[config.mk]
export PLATFORM = sky130hd
export DESIGN_NAME = htw_ctrl
export DESIGN_NICKNAME = d
export VERILOG_FILES = /design/src/htw_pkg.sv /design/src/htw_ctrl.sv
export SDC_FILE = /design/constraint.sdc
export NUM_CORES = 1
export LEC_CHECK = 0
export ABC_AREA = 1
export ABC_CLOCK_PERIOD_IN_PS = 2900
export BUFFER_PORTS_ARGS = -buffer_cell sky130_fd_sc_hd__buf_4
export CAP_MARGIN = 10
export CORE_AREA = 5 5 42 44
export DETAILED_ROUTE_END_ITERATION = 8
export DIE_AREA = 0 0 47 49
export GPL_TIMING_DRIVEN = 0
export PLACE_DENSITY = 0.54
export SYNTH_ARGS = -nofsm -noshare
export SYNTH_HDL_FRONTEND = slang
export SYNTH_SLANG_ARGS = --single-unit
[constraint.sdc]
create_clock -name clk -period 2.9 [get_ports clk]
set_input_delay 0.58 -clock clk [delete_from_list [all_inputs] [get_ports clk]]
set_output_delay 0.58 -clock clk [all_outputs]
set_load 0.02 [all_outputs]
[src/htw_pkg.sv]
// Package for the hierarchical timing wheel: types, codes and constants.
// No dependencies.
package htw_pkg;
  localparam int NumTimers = 32;
  localparam int IdW = 5;
  localparam int NearWidth = 8;
  localparam int WheelWidth = 6;
  localparam int WheelBits = NearWidth + 4 * WheelWidth;
  localparam logic [32:0] Horizon = (WheelBits >= 32) ? 33'h0_ffff_ffff :
                                    ((33'd1 << WheelBits) - 33'd1);

  typedef enum logic [2:0] {
    REQ_TICK = 3'd0, REQ_ADD = 3'd1, REQ_KILL = 3'd2, REQ_PAUSE = 3'd3, REQ_RESUME = 3'd4
  } req_t;

  typedef enum logic [1:0] {ST_IDLE = 2'd0, ST_RUN = 2'd1, ST_PAUSE = 2'd2} tstat_t;

  typedef enum logic [2:0] {
    C_IDLE, C_RD, C_EXEC, C_SCAN_RD, C_SCAN, C_OUT, C_DONE
  } cstate_t;

  // controller -> datapath
  typedef struct packed {
    logic capture;    // latch request
    logic rd;         // read memories at selected id
    logic exec;       // perform request update
    logic scan_rd;    // read memories at scan index
    logic scan_do;    // evaluate scanned timer
    logic scan_inc;   // advance scan index
    logic tick_done;  // advance counter
  } cmd_t;

  // datapath -> controller
  typedef struct packed {
    logic is_tick;
    logic hit;        // scanned timer fires
    logic scan_last;  // scan index at final timer
  } sts_t;
endpackage

[src/htw_ctrl.sv]
// Controller state machine of the timing wheel.
// Depends on htw_pkg.
module htw_ctrl import htw_pkg::*; (
  input  logic clk,
  input  logic rst_n,
  input  sts_t sts,
  output cmd_t cmd,
  input  logic in_valid,
  output logic in_stall,
  output logic res_valid,
  output logic res_fired,
  output logic res_last,
  input  logic res_stall
);
  cstate_t state_r, state_nxt;

  always_ff @(posedge clk) begin
    if (!rst_n) state_r <= C_IDLE;
    else state_r <= state_nxt;
  end

  always_comb begin
    state_nxt = state_r;
    cmd = '0;
    in_stall = 1'b1;
    res_valid = 1'b0;
    res_fired = 1'b0;
    res_last = 1'b0;
    case (state_r)
      C_IDLE: begin
        in_stall = 1'b0;
        if (in_valid) begin
          cmd.capture = 1'b1;
          state_nxt = C_RD;
        end
      end
      C_RD: begin
        if (sts.is_tick) begin
          cmd.scan_rd = 1'b1;
          state_nxt = C_SCAN;
        end else begin
          cmd.rd = 1'b1;
          state_nxt = C_EXEC;
        end
      end
      C_EXEC: begin
        cmd.exec = 1'b1;
        state_nxt = C_DONE;
      end
      C_SCAN_RD: begin
        cmd.scan_rd = 1'b1;
        state_nxt = C_SCAN;
      end
      C_SCAN: begin
        if (sts.hit) begin
          res_valid = 1'b1;
          res_fired = 1'b1;
          if (!res_stall) begin
            cmd.scan_do = 1'b1;
            state_nxt = C_OUT;
          end
        end else state_nxt = C_OUT;
      end
      C_OUT: begin
        if (sts.scan_last) begin
          cmd.tick_done = 1'b1;
          state_nxt = C_DONE;
        end else begin
          cmd.scan_inc = 1'b1;
          state_nxt = C_SCAN_RD;
        end
      end
      C_DONE: begin
        res_valid = 1'b1;
        res_last = 1'b1;
        if (!res_stall) state_nxt = C_IDLE;
      end
      default: state_nxt = C_IDLE;
    endcase
  end

  a_one_step: assert property (@(posedge clk) disable iff (!rst_n)
    cmd.capture |=> state_r == C_RD)
    else $error("capture not followed by read");
  a_fire_scan: assert property (@(posedge clk) disable iff (!rst_n)
    cmd.scan_do |-> state_r == C_SCAN && sts.hit)
    else $error("fire outside scan");
  a_done_hold: assert property (@(posedge clk) disable iff (!rst_n)
    (state_r == C_DONE && res_stall) |=> state_r == C_DONE)
    else $error("closing result dropped");
endmodule

==> flow_summary.yaml <==
run_status:
  outcome: "finished, final reports clean"
cells_and_area:
  final_core_util_pct: 33.6
  post_synthesis_to_final_layout_area_growth_pct: 58.6
  finalNetCount: 82
  largestRegisters: "state_r x3"
  fill_cells: 182
  max_ffs_per_register: 3
  registers.top_by_ff_count: "state_r"
  final-instance-count-excl-fill: 90
  count_of_antenna_diodes_in_the_layout: 0
  drive_gt1_share_pct: 35.1
setup_path:
  reg2reg_depth: 5
  crit_required_ns: 2.32
  data_arrival_time_of_the_worst_path_ns: 1.23
  r2r-end: "state_r[2]$_SDFFE_PN0P_"
  setup.worst_path.class: "flip-flop to output pin"
  worst_setup_path_start_kind: "flip-flop"
  timing.critical_path.from: "state_r[2]$_SDFFE_PN0P_"
  crit_fanout: 7
  worst-r2r-setup-slack_ns: 1.86
  timing.critical_path.to_type: "output pin"
  reg2reg_from: "state_r[2]$_SDFFE_PN0P_"
floorplanning:
  initial_core_util_pct: 21.2
  core-area_mm2: 0.00140
  fp-row-count: 14
  dieWidth_um: 47
  boundaryPins: 18
  die_h_um: 49
  die-area_mm2: 0.00230
pwr:
  power.ir.vdd_worst_mv: 0.469
  power_per_cell_area_mw_per_mm2: 950
  fin_total_pwr_uw: 447
  power_leakage_uw: 0.000287
global_route:
  grt_pass1_wl_um: 1440
  number_of_antenna_violations_at_the_first_check_in_global_routing: 0
  first_global_vias: 353
  grt.overflow.total: 0
  grt_max_degree: 10
  grt_usage_pct: 8.38
timing:
  finalClockSkew_ns: 0.00842
  max_freq_ghz: 0.552
  finalHoldViolCount: 0
  grt_setup_unrepaired: "false"
  finalCriticalPeriod_ns: 1.81
  finalSetupTns_ns: 0
  final_worst_path_cycle_share_pct: 62.4
  final-max-slew-violation-count: 0
  max_slew_margin_pct: 83.3
  report.final.setup_viol: 0
  tightestPinTransition_ns: 0.251
  final_critical_path_setup_slack_ns: 1.09
yosys:
  synthCells: 53
  yosys.area.top_type_share_pct: 20.3
  synthesized_net_count: 60
  synth-seq-area-share_pct: 20.3
  synthesis.yosys.warnings: 0
  yosys.cell_types.count: 14
  synthTopCellsByCount: "nand2_1 (12), inv_1 (10), nor2_1 (10), nand3_1 (5)"
  synth_edf_count: 0
  synth.cell_area_um2: 297
  yosys_register_bits: 3
  synth_async_reset_ratio_pct: 0
  synth.avg_cell_area_um2: 5.59
  post_synth_main_area_contributors: "dfxtp_1 (20%), nand2_1 (15%), inv_1 (13%)"
  synth_top_area_cell: "dfxtp_1"
  yosysMostFrequentCell: "nand2_1"
  ys.flop_type: "dfxtp_1"
job:
  max-cap-violations: 0
clock_network:
  cts_setup_buffers: 0
  cts_root_buffer: "clkbuf_4"
  tritoncts.num_buffers: 3
  htreeDepth: 1
  path_clk_slew_ns: 0.04
  cts_tree: "yes"
  post_cts_hold_buffer_count: 0
  worst_skew_pair.late_latency_ns: 0.24
  cts.repair.resized: 0
  cts_sinks: 3
  clk_path_buf_depth: 2
hold_path:
  worstHoldStart: "rst_n"
  hold-path-cell-count: 3
  worst_hold_path_type: "input port to flip-flop"
  whs_endpoint: "state_r[1]$_SDFFE_PN0P_"
detailed_routing:
  vias: 371
  route.detailed.drc: 0
  route.antenna.remaining_nets: 0
  avgRoutedWirePerCell_um: 9.11
  via_cell_ratio: 4.12
  dr.first_iter.drc_count: 1
  dr.pass1.iters: 2
  wl_um: 820
place:
  placed_cells: 86
  globalplace.congestion: 0.723
  pre_cts_ws_ns: 1.25
  port_buffers: 17
  final_hpwl_from_detailed_placement_um: 665
[metrics by stage]
| stage | cell area [um2] | hold WS, ns |
|---|---|---|
| after global routing | 470 | 0.569 |
| after global placement | 444 | 0.688 |
| after floorplan | 297 | 0.634 |
| after CTS | 470 | 0.535 |
| after detailed placement | 444 | 0.696 |
| final | 470 | 0.542 |
[final cells by class]
| cell class | count | area, um2 | area share [%] |
|---|---|---|---|
| flip-flops and latches | 3 | 60.1 | 12.8 |
| plain buffers | 1 | 11.3 | 2.39 |
| repair buffers | 17 | 128 | 27.1 |
| well taps | 16 | 20.0 | 4.26 |
| clock buffers | 4 | 26.3 | 5.59 |
| inverters | 12 | 45.0 | 9.57 |
| multi-input cells | 37 | 180 | 38.3 |
[routing by layer]
| layer | part of all wire [%] | track usage (%) | up-vias |
|---|---|---|---|
| met5 | 0 | 0 | - |
| met4 | 2.8 | 5.53 | 0 |
| met3 | 7.7 | 1.11 | 2 |
| met2 | 45 | 11.5 | 12 |
| met1 | 45 | 11.6 | 151 |
| li1 | - | - | 206 |
[worst max path at each step]
stage	to	slack [ns]	cells after the start
finish	res_valid	1.09	5
CTS	res_valid	1.07	5
global placement	cmd[5]	1.26	5
global route	res_valid	0.97	5
floorplan	cmd[2]	1.19	2
detailed placement	cmd[2]	1.25	4
[placed cells by master (no fill, tap or decap)]
cell and instances:
nor3_1 1, nor2_4 1, a21oi_1 2, inv_2 2, clkbuf_1 1, nand2_1 12, clkbuf_4 3, nand3b_1 1
dfxtp_1 3, buf_6 1, nand4_1 3, nand3_2 1, inv_1 10, buf_4 17, nor3_2 1, nand3_1 5
nor2_1 10
[report_power, final]
| part | leakage (uW) | switching [uW] | internal, uW |
|---|---|---|---|
| Clock | 0.0000150 | 24.7 | 51.8 |
| Combinational | 0.000247 | 176 | 117 |
| Sequential | 0.0000248 | 19.9 | 57.8 |
[critical path: stages, from the launching register on]
cell and delay (ns):
dfxtp_1 0.45, inv_2 0.12, nor2_1 0.10, inv_1 0.05, a21oi_1 0.11, buf_4 0.15
[cells by family after synthesis]
| logic type | count (synthesis) | share of synthesized area, % |
|---|---|---|
| flip-flops | 3 | 20.3 |
| AO/OA/AOI/OAI | 2 | 3.38 |
| buffers and inverters | 13 | 19.0 |
| AND/OR/NAND/NOR | 35 | 57.4 |
Power figures use the tool's default switching activity.
